File: src/rtl/tsl_pkg.sv
// ----------------------------------------------------------------------------
// tsl_pkg
// Shared constants, codes and types of the threshold sorted id list.
// ----------------------------------------------------------------------------
package tsl_pkg;

    localparam int LIST_DEPTH  = 64;
    localparam int KEY_BITS    = 8;
    localparam int ADDR_BITS   = $clog2(LIST_DEPTH);
    localparam int CNT_BITS    = $clog2(LIST_DEPTH + 1);

    localparam int OP_BITS     = 2;
    localparam int ID_BITS     = 32;
    localparam int THR_BITS    = 8;
    localparam int POS_BITS    = 6;
    localparam int STATUS_BITS = 2;
    localparam int ECNT_BITS   = 7;

    localparam int IN_BITS      = OP_BITS + ID_BITS + THR_BITS + POS_BITS;
    localparam int OUT_BITS     = STATUS_BITS + ID_BITS + THR_BITS + ECNT_BITS + 1;
    localparam int IN_TDATA_W   = ((IN_BITS + 7) / 8) * 8;
    localparam int OUT_TDATA_W  = ((OUT_BITS + 7) / 8) * 8;
    localparam int ENTRY_BITS   = ID_BITS + KEY_BITS;

    localparam logic [OP_BITS-1:0] OP_INSERT = 2'd0;
    localparam logic [OP_BITS-1:0] OP_DELETE = 2'd1;
    localparam logic [OP_BITS-1:0] OP_READ   = 2'd2;

    localparam logic [STATUS_BITS-1:0] ST_OK      = 2'd0;
    localparam logic [STATUS_BITS-1:0] ST_FULL    = 2'd1;
    localparam logic [STATUS_BITS-1:0] ST_MISSING = 2'd2;
    localparam logic [STATUS_BITS-1:0] ST_RANGE   = 2'd3;

    typedef struct packed {
        logic [ID_BITS-1:0]  id;
        logic [KEY_BITS-1:0] key;
    } t_entry;

    typedef enum logic [5:0] {
        S_IDLE      = 6'b000001,
        S_INS_WALK  = 6'b000010,
        S_INS_PUT   = 6'b000100,
        S_DEL_SRCH  = 6'b001000,
        S_DEL_SHIFT = 6'b010000,
        S_RD_WAIT   = 6'b100000
    } t_state_base;

endpackage

File: src/rtl/tsl_ram.sv
// ----------------------------------------------------------------------------
// tsl_ram
// Simple dual-port RAM, one write and one registered read per cycle.
// ----------------------------------------------------------------------------
module tsl_ram #(
    parameter int WIDTH = 40,
    parameter int DEPTH = 64,
    localparam int AW   = $clog2(DEPTH)
) (
    input  logic             i_clk,
    input  logic             i_we,
    input  logic [AW-1:0]    i_waddr,
    input  logic [WIDTH-1:0] i_wdata,
    input  logic [AW-1:0]    i_raddr,
    output logic [WIDTH-1:0] o_rdata
);

    logic [WIDTH-1:0] mem [DEPTH];
    logic [WIDTH-1:0] r_rdata;

    always_ff @(posedge i_clk) begin
        if (i_we) begin
            mem[i_waddr] <= i_wdata;
        end
        r_rdata <= mem[i_raddr];
    end

    assign o_rdata = r_rdata;

endmodule

File: src/rtl/threshold_sorted_id_list.sv
// ----------------------------------------------------------------------------
// threshold_sorted_id_list
// Insert walks back from the tail (one entry per cycle on the RAM port), delete
// scans from the head then shifts, read waits on the registered RAM read; insert
// into an empty or full list and a delete or read rejected at accept reply directly
// from idle. Throughput: one transaction at a time; the next is accepted after the
// reply moves into the output register.
// Reset clears the entry count and control; RAM contents are not cleared.
// ----------------------------------------------------------------------------
module threshold_sorted_id_list (
    input  logic                          i_clk,
    input  logic                          i_rst_n,
    input  logic                          s_axis_tvalid,
    output logic                          s_axis_tready,
    // operation, query_id, threshold, position
    input  logic [tsl_pkg::IN_TDATA_W-1:0]  s_axis_tdata,
    output logic                          m_axis_tvalid,
    input  logic                          m_axis_tready,
    // status, out_id, out_threshold, entry_count, list_empty
    output logic [tsl_pkg::OUT_TDATA_W-1:0] m_axis_tdata
);

    import tsl_pkg::*;

    typedef t_state_base t_state;

    t_state                  r_state, n_state;
    logic [CNT_BITS-1:0]     r_count, n_count;
    logic [ADDR_BITS-1:0]    r_j, n_j;
    logic [ADDR_BITS-1:0]    r_addr, n_addr;
    logic [ID_BITS-1:0]      r_id, n_id;
    logic [KEY_BITS-1:0]     r_key, n_key;
    logic [STATUS_BITS-1:0]  r_status, n_status;
    logic [ID_BITS-1:0]      r_res_id, n_res_id;
    logic [KEY_BITS-1:0]     r_res_key, n_res_key;
    logic                    r_done, n_done;
    logic                    r_m_valid, n_m_valid;
    logic [OUT_TDATA_W-1:0]  r_m_data, n_m_data;

    logic [OP_BITS-1:0]      w_in_op;
    logic [ID_BITS-1:0]      w_in_id;
    logic [KEY_BITS-1:0]     w_in_key;
    logic [POS_BITS-1:0]     w_in_pos;

    logic                    w_we;
    logic [ADDR_BITS-1:0]    w_waddr;
    t_entry                  w_wdata;
    logic [ADDR_BITS-1:0]    w_raddr;
    t_entry                  w_rdata;
    logic                    w_head;
    logic                    w_last;
    logic                    w_load;

    assign w_in_op  = s_axis_tdata[OP_BITS-1:0];
    assign w_in_id  = s_axis_tdata[OP_BITS +: ID_BITS];
    assign w_in_key = s_axis_tdata[OP_BITS + ID_BITS +: KEY_BITS];
    assign w_in_pos = s_axis_tdata[OP_BITS + ID_BITS + THR_BITS +: POS_BITS];

    tsl_ram #(
        .WIDTH (ENTRY_BITS),
        .DEPTH (LIST_DEPTH)
    ) u_ram (
        .i_clk   (i_clk),
        .i_we    (w_we),
        .i_waddr (w_waddr),
        .i_wdata (w_wdata),
        .i_raddr (w_raddr),
        .o_rdata (w_rdata)
    );

    assign w_head = (r_j == ADDR_BITS'(1));
    assign w_last = ((CNT_BITS'(r_addr) + CNT_BITS'(1)) == r_count);
    assign w_load = r_done && (!r_m_valid || m_axis_tready);

    assign s_axis_tready = (r_state == S_IDLE) && !r_done;
    assign m_axis_tvalid = r_m_valid;
    assign m_axis_tdata  = r_m_data;

    always_comb begin
        n_state   = r_state;
        n_count   = r_count;
        n_j       = r_j;
        n_addr    = r_addr;
        n_id      = r_id;
        n_key     = r_key;
        n_status  = r_status;
        n_res_id  = r_res_id;
        n_res_key = r_res_key;
        n_done    = r_done;
        w_we      = 1'b0;
        w_waddr   = r_j;
        w_wdata   = '{id: r_id, key: r_key};
        w_raddr   = '0;

        unique case (r_state)
            S_IDLE: begin
                if (s_axis_tvalid && s_axis_tready) begin
                    n_id      = w_in_id;
                    n_key     = w_in_key;
                    n_status  = ST_OK;
                    n_res_id  = '0;
                    n_res_key = '0;
                    case (w_in_op)
                        OP_INSERT: begin
                            if (r_count == CNT_BITS'(LIST_DEPTH)) begin
                                n_status = ST_FULL;
                                n_done   = 1'b1;
                            end else if (r_count == '0) begin
                                w_we    = 1'b1;
                                w_waddr = '0;
                                w_wdata = '{id: w_in_id, key: w_in_key};
                                n_count = r_count + CNT_BITS'(1);
                                n_done  = 1'b1;
                            end else begin
                                w_raddr = ADDR_BITS'(r_count - CNT_BITS'(1));
                                n_j     = ADDR_BITS'(r_count);
                                n_state = S_INS_WALK;
                            end
                        end
                        OP_DELETE: begin
                            if (r_count == '0) begin
                                n_status = ST_MISSING;
                                n_done   = 1'b1;
                            end else begin
                                w_raddr = '0;
                                n_addr  = '0;
                                n_state = S_DEL_SRCH;
                            end
                        end
                        OP_READ: begin
                            if (32'(w_in_pos) >= 32'(r_count)) begin
                                n_status = ST_RANGE;
                                n_done   = 1'b1;
                            end else begin
                                w_raddr = ADDR_BITS'(w_in_pos);
                                n_state = S_RD_WAIT;
                            end
                        end
                        default: begin
                            n_done = 1'b1;
                        end
                    endcase
                end
            end
            S_INS_WALK: begin
                if ((!w_head && (w_rdata.key > r_key)) ||
                    (w_head && (w_rdata.key >= r_key))) begin
                    n_state = S_INS_PUT;
                end else begin
                    w_we    = 1'b1;
                    w_waddr = r_j;
                    w_wdata = w_rdata;
                    n_j     = r_j - ADDR_BITS'(1);
                    if (w_head) begin
                        n_state = S_INS_PUT;
                    end else begin
                        w_raddr = r_j - ADDR_BITS'(2);
                    end
                end
            end
            S_INS_PUT: begin
                w_we    = 1'b1;
                w_waddr = r_j;
                n_count = r_count + CNT_BITS'(1);
                n_done  = 1'b1;
                n_state = S_IDLE;
            end
            S_DEL_SRCH: begin
                if (w_rdata.id == r_id) begin
                    n_res_id = r_id;
                    if (w_last) begin
                        n_count = r_count - CNT_BITS'(1);
                        n_done  = 1'b1;
                        n_state = S_IDLE;
                    end else begin
                        w_raddr = r_addr + ADDR_BITS'(1);
                        n_addr  = r_addr + ADDR_BITS'(1);
                        n_state = S_DEL_SHIFT;
                    end
                end else if (w_last) begin
                    n_status = ST_MISSING;
                    n_done   = 1'b1;
                    n_state  = S_IDLE;
                end else begin
                    w_raddr = r_addr + ADDR_BITS'(1);
                    n_addr  = r_addr + ADDR_BITS'(1);
                end
            end
            S_DEL_SHIFT: begin
                w_we    = 1'b1;
                w_waddr = r_addr - ADDR_BITS'(1);
                w_wdata = w_rdata;
                if (w_last) begin
                    n_count = r_count - CNT_BITS'(1);
                    n_done  = 1'b1;
                    n_state = S_IDLE;
                end else begin
                    w_raddr = r_addr + ADDR_BITS'(1);
                    n_addr  = r_addr + ADDR_BITS'(1);
                end
            end
            S_RD_WAIT: begin
                n_res_id  = w_rdata.id;
                n_res_key = w_rdata.key;
                n_done    = 1'b1;
                n_state   = S_IDLE;
            end
            default: begin
                n_state = S_IDLE;
            end
        endcase

        if (w_load) begin
            n_done = 1'b0;
        end
    end

    always_comb begin
        n_m_valid = r_m_valid;
        n_m_data  = r_m_data;
        if (w_load) begin
            n_m_valid = 1'b1;
            n_m_data  = OUT_TDATA_W'({(r_count == '0),
                                      ECNT_BITS'(r_count),
                                      THR_BITS'(r_res_key),
                                      r_res_id,
                                      r_status});
        end else if (m_axis_tready) begin
            n_m_valid = 1'b0;
        end
    end

    always_ff @(posedge i_clk) begin
        if (!i_rst_n) begin
            r_state   <= S_IDLE;
            r_count   <= '0;
            r_done    <= 1'b0;
            r_m_valid <= 1'b0;
        end else begin
            r_state   <= n_state;
            r_count   <= n_count;
            r_done    <= n_done;
            r_m_valid <= n_m_valid;
        end
    end

    always_ff @(posedge i_clk) begin
        r_j       <= n_j;
        r_addr    <= n_addr;
        r_id      <= n_id;
        r_key     <= n_key;
        r_status  <= n_status;
        r_res_id  <= n_res_id;
        r_res_key <= n_res_key;
        r_m_data  <= n_m_data;
    end

endmodule
File: config.mk
export PLATFORM = sky130hd
export DESIGN_NAME = threshold_sorted_id_list
export DESIGN_NICKNAME = d
export VERILOG_FILES = /design/src/rtl/tsl_pkg.sv /design/src/rtl/tsl_ram.sv /design/src/rtl/threshold_sorted_id_list.sv
export SDC_FILE = /design/constraint.sdc
export NUM_CORES = 2
export LEC_CHECK = 0
export ABC_AREA = 1
export BUFFER_PORTS_ARGS = -buffer_cell sky130_fd_sc_hd__buf_2
export CAP_MARGIN = 20
export CELL_PAD_IN_SITES_DETAIL_PLACEMENT = 1
export CELL_PAD_IN_SITES_GLOBAL_PLACEMENT = 1
export CORE_MARGIN = 8
export CORE_UTILIZATION = 30
export CTS_BUF_LIST = sky130_fd_sc_hd__clkbuf_16
export DETAILED_ROUTE_END_ITERATION = 8
export PLACE_DENSITY = 0.64
export SLEW_MARGIN = 10
export SYNTH_ARGS = -nofsm -noshare
export SYNTH_HDL_FRONTEND = slang
export SYNTH_SLANG_ARGS = --single-unit
export TNS_END_PERCENT = 10
File: constraint.sdc
create_clock -name i_clk -period 5.6 [get_ports i_clk]
set_input_delay 0.84 -clock i_clk [delete_from_list [all_inputs] [get_ports i_clk]]
set_output_delay 0.84 -clock i_clk [all_outputs]
set_load 0.02 [all_outputs]
* Word-level counts from Yosys, hierarchy flattened
Memory sizes are Yosys's and may differ from the RTL's. A register that Yosys moved wholly into a read port is not among the register bits.
Index checks and enable logic that the tools add are counted.
** Storage, ports and cells
- Bits of input ports :: 52
- Output and inout port bits :: 58
- Memories kept :: 1
- Register bits after elaboration :: 159
- Bits in writable memories :: 2560
** Cells by class
- Reductions and logical operators :: 33
- Equal/unequal tests :: 31
- $add $sub $neg :: 7
- Bitwise gates (word level) :: 1
- Order comparisons :: 3
- Muxes and demuxes :: 80
** Memory list
- u_ram.mem :: depth 64, bits a word 40, read ports 1, clocked after memory_dff 1, wr ports 1, RTL line tsl_ram.sv:18 : logic [WIDTH-1:0] mem [DEPTH];
** Operator list (count)
- 40-bit 2-to-1 mux :: 5
- 6-bit 2-to-1 mux :: 29
- 40-bit case mux with 3 select lines :: 1
- 32-bit case mux with 3 select lines :: 1
- 32-bit 2-to-1 mux :: 2
- 6-bit case mux with 2 select lines :: 4
- 7-bit 2-to-1 mux :: 6
- 6-bit case mux with 3 select lines :: 2
- 32-bit equality test :: 1
- 7-bit case mux with 4 select lines :: 1
- 6-bit case mux with 4 select lines :: 1
- 3-bit != test (second input constant) :: 6
- 8-bit case mux with 2 select lines :: 1
- 1-bit 2-to-1 mux :: 15
- 2-bit != test (second input constant) :: 7
- 6-bit by 1-bit equality test with 1-bit output (second input constant) :: 2
- 6-bit AND reduction :: 2
- 6-bit by 1-bit subtractor with 6-bit output (second input constant) :: 2
- 2-bit 2-to-1 mux :: 5
- 2-bit by 1-bit != test with 1-bit output (second input constant) :: 5
- 2-bit nonzero test :: 5
- 1-bit case mux with 3 select lines :: 3
- 8-bit >= comparator :: 1
- 8-bit greater-than comparator :: 1
- other kinds (34) :: 47

* Depth between registers and ports, before layout
- Word-level depth :: 8
- Depth in mapped cells :: 23
- Depth with buffers taken out :: 21

* Hierarchy
From an unflattened synthesis, not the netlist that was laid out.
** Second synthesis, totals
- Cell total of the unflattened synthesis :: 9371
- Area total of the unflattened synthesis :: 111759.7 um^2
** By module, submodules not included
- tsl_ram :: cells an instance 8453, area each 103131.4 um^2, times used 1
- threshold_sorted_id_list :: cells an instance 918, area each 8628.3 um^2, times used 1

* Least setup slack after synthesis
No wires, ideal clock.
- Path kind :: input-to-reg
- Start :: input s_axis_tvalid
- End :: memory u_ram.mem[0][1] (data pin)
- Arrival :: 4.330 ns
- Required time :: 4.898 ns
- Setup slack :: 0.568 ns
- Stages on the path :: 9
- Setup time :: 0.702 ns
- Cells stage by stage :: nand2_1 inv_1 buf_4 a21oi_1 inv_1 nand2_1 nor2_1 clkbuf_1 o21ai_0
** Between the ends
- Cells in the longest elaborated chain, start to end :: 3
** Ends and longest elaborated chain
- from (decl) :: RTL line threshold_sorted_id_list.sv:13 : input logic s_axis_tvalid,
- 1-bit logical AND :: RTL line threshold_sorted_id_list.sv:97 : if (s_axis_tvalid && s_axis_tready) begin
- 40-bit 2-to-1 mux :: RTL line threshold_sorted_id_list.sv:97
- 40-bit case mux with 3 select lines :: RTL line threshold_sorted_id_list.sv:95 : unique case (r_state)
- via u_ram.i_wdata[1] :: RTL line tsl_ram.sv:13 : input logic [WIDTH-1:0] i_wdata,
- to (decl) :: RTL line tsl_ram.sv:18
The timed path passes the listed nets, and every way through them passes these cells.

* Worst setup path in the final report
- Start :: register r_addr[0]
- End :: register u_ram.r_rdata[4], in the netlist u_ram.o_rdata[4], read port of u_ram.mem
** Between the ends
- Cells in the longest elaborated chain, start to end :: 4
- Elaborated cells between the ends (all ways) :: 5
- Those cells by class :: add/sub: 2; eq/ne: 1; mux: 2
** Ends and longest elaborated chain
- from (decl) :: RTL line threshold_sorted_id_list.sv:30 : logic [ADDR_BITS-1:0] r_addr, n_addr;
- from (signal assigned) :: RTL line threshold_sorted_id_list.sv:249 : r_addr <= n_addr;
- 6-bit by 1-bit adder with 7-bit output :: RTL line threshold_sorted_id_list.sv:72 : assign w_last = ((CNT_BITS'(r_addr) + CNT_BITS'(1)) == r_count);
- 7-bit equality test :: RTL line threshold_sorted_id_list.sv:72
- 6-bit 2-to-1 mux (*) :: RTL line threshold_sorted_id_list.sv:171, threshold_sorted_id_list.sv:180, threshold_sorted_id_list.sv:193
- 6-bit case mux with 3 select lines (*) :: RTL line threshold_sorted_id_list.sv:95
- to (decl) :: RTL line tsl_ram.sv:19 : logic [WIDTH-1:0] r_rdata;
Mark *: on every way between the ends. The rest lies on a longest branch, timed or not.
A chain may end at the register's enable or synchronous reset.

==> impl_metrics.json <==
{
  "status": "completed",
  "finalClockSkew_ns": 0.0345,
  "cts_resized": 0,
  "synthMuxAreaShare_pct": 0,
  "netlist_area_mm2": 0.125,
  "synth_cell_type_count": 45,
  "synthTopCellsByCount": "edfxtp_1, inv_1, nand3_1",
  "rsz0062_at_grt": "no",
  "grt_pass1_wl_mm": 625,
  "synth_top_family_by_area": "simple AND/OR/NAND/NOR gates",
  "slowest_stage": "buf_4",
  "clk-insertion-delay-late_ns": 0.90,
  "drtIter0Drc": 8056,
  "cts_root_buffer": "clkbuf_16",
  "synth_enable_flop_cells": 2704,
  "synthAdderAreaFrac_pct": 0.270,
  "postSynth.asyncResetShare_pct": 0,
  "track_usage_pct": 18.7,
  "via_count": 92200,
  "critPathMaxFanout": 49,
  "coreArea_mm2": 0.416,
  "die-height_um": 661,
  "synthTopCellsByArea": "edfxtp_1, nand3_1, inv_1",
  "static-leakage-power_nw": 58.5,
  "crit_arrival_ns": 5.75,
  "holdPathStages": 1,
  "ant_nets": 0,
  "pre_cts_ws_ns": 0.577,
  "min_period_ns": 4.95,
  "tightest_slew_ns": 1.19,
  "worstPathRequired_ns": 6.39,
  "synthMostInstantiatedCell": "edfxtp_1",
  "cts_hold_buffers": 0,
  "final.setup.worst_slack_ns": 0.645,
  "antenna_found_initial": 25,
  "cts_max_level": 5,
  "vias_per_cell": 5.20,
  "vdd_ir_drop_max_uv": 276,
  "slowest_delay_ns": 0.69,
  "cts_buffers": 307,
  "maxCapViolations": 0,
  "wl_per_cell_um": 23.8,
  "cts_tree": "done",
  "endpoint_kind": "flop",
  "yosysSeqAreaShare_pct": 65.8,
  "cp_cell_sequence": "inv_2 -> ha_1 -> inv_1 -> nand2_1 -> nand2_1 -> nand2_1 -> nor2_1 -> nand3_1 -> nor2_1 -> nand2_2 -> nand2_1 -> nand2_1 -> nor2_4 -> buf_4 -> nand3_1 -> nand3_1 -> nand3_1 -> nand3_1 -> nand3_1 -> nand2_1",
  "cp-start-kind": "flop",
  "dr.pass1.iters": 6,
  "synth_ff_type": "edfxtp_1",
  "nFillCells": 46200,
  "drive_gt1_share_pct": 8.26,
  "fin_nets": 12100,
  "synth_xor_area_share_pct": 0.210,
  "grt_pass1_vias": 93200,
  "worst_r2r_path_depth": 20,
  "p_per_area_mw_per_mm2": 452,
  "postCtsSetupRepairBufs": 0,
  "setup_viol": 0,
  "fin_crit_sh_pct": 88.5,
  "routed_wl_mm": 423,
  "synth-simple-area-share_pct": 21.8,
  "grt_max_degree": 153,
  "yosysWarnings": 0,
  "drc": 0,
  "synth.largest_area_cell": "edfxtp_1",
  "die_area_mm2": 0.438,
  "clkSinkCount": 2759,
  "initial_utilization_pct": 30.1,
  "worstSetupPathDepth": 20,
  "crit_family": "simple AND/OR/NAND/NOR gates",
  "slew_headroom_pct": 20.4,
  "dp_hpwl_mm": 236,
  "finalMaxSlewViolations": 0,
  "fmax_ghz": 0.202,
  "min_path_type": "in2reg",
  "io_buffer_count": 103,
  "overflow": 0,
  "io_pins": 110,
  "fin_tns_setup_ns": 0,
  "clk_pin_slew_worst_paths_ns": 0.06,
  "die_w_um": 661,
  "cts_buffer_depth": 4,
  "area_growth_pct": 14.8,
  "syn-mean-instance-area_um2": 10.4,
  "gp_congestion": 0.831,
  "synthCells": 12100,
  "hold_violations": 0,
  "synth_compound_area_share_pct": 0.755,
  "synth_seq_cells": 2759,
  "netlist.area_leader.share_pct": 65.0,
  "placementRows": 237,
  "crit_type": "reg2reg",
  "cp_num_buf_inv": 3
}
-- stage by stage --
step	instance area [µm²]	utilization, %	instances	power, W	hold WS [ns]
2_1_floorplan	125000	-	12100	0.0375	0.400
5_1_grt	143000	34.5	17700	0.0672	0.115
3_3_place_gp	134000	32.2	17200	0.0455	0.404
6_report	143000	34.5	17700	0.0649	0.138
3_5_place_dp	134000	32.2	17200	0.0458	0.406
4_1_cts	143000	34.5	17700	0.0650	0.0628
-- power by group --
part           switching [W]  total, W  internal [W]
Sequential          0.000628    0.0280        0.0274
Combinational         0.0137    0.0177       0.00396
Clock                0.00834    0.0192        0.0109
-- cell families after synthesis --
family | Yosys count
AO/OA/AOI/OAI | 156
XOR/XNOR | 30
adder cells (fa/ha/maj) | 27
buffers and inverters | 3561
flip-flops | 2759
other | 1
AND/OR/NAND/NOR | 5536
-- state kept, by name (all words and copies together), names as in the netlist, 2 cells and up --
name	cells
r_res_id	32
r_addr	6
r_id	32
r_j	6
r_res_key	8
u_ram.o_rdata	40
m_axis_tdata	50
r_count	7
r_status	2
u_ram.mem	2560
r_key	8
r_state	6
-- metal layers --
metal  vias up  part of all wire, %  track usage [%]
li1      41100                    -                -
met1     47500                   44             25.6
met2      2939                   47             31.1
met3       658                  6.2             2.51
met4        10                  2.5             4.94
met5         -                0.015                0
-- worst paths after layout --
kind / startpoint / endpoint / slack (ns)
hold reg to reg: r_status[1]$_SDFFCE_PN1P_ / m_axis_tdata[1]$_DFFE_PP_ / 0.42
setup / recovery: r_addr[0]$_SDFFCE_PP0P_ / u_ram.o_rdata[4]$_DFF_P_ / 0.65
setup reg to reg: r_addr[0]$_SDFFCE_PP0P_ / u_ram.o_rdata[4]$_DFF_P_ / 0.65
hold / removal: s_axis_tdata[22] / r_id[20]$_DFFE_PP_ / 0.14
-- worst register-to-register path: cells and delay by family, from the launching register on --
family        cells  cell delay (ns)
simple gates     16             3.04
fa+ha+maj         1             0.37
flops             1             0.51
buf+inv           3             0.93
-- final cells by class --
type                    count  area, µm²  area share [%]
clock inverters           239       1420           0.992
inverters                2697      10100            7.06
flip-flops and latches   2759      82300            57.4
multi-input cells        5755      29700            20.7
clock buffers             318       7960            5.55
repair buffers            471       5030            3.51
diodes                      7       17.5          0.0122
well taps                5497       6880            4.79
-- cells in the final DEF (no fill, tap or decap), drive strengths merged, types with 58 or more instances in the layout --
master / Yosys / routed
buf: 459 / 471
clkbuf: 405 / 318
clkinv: 1 / 121
edfxtp: 2704 / 2704
inv: 2696 / 2800
nand2: 1562 / 1562
nand3: 2510 / 2510
nand4: 1288 / 1288
nor2: 150 / 150
o21ai: 58 / 58
(Power assumes the default switching activity.)
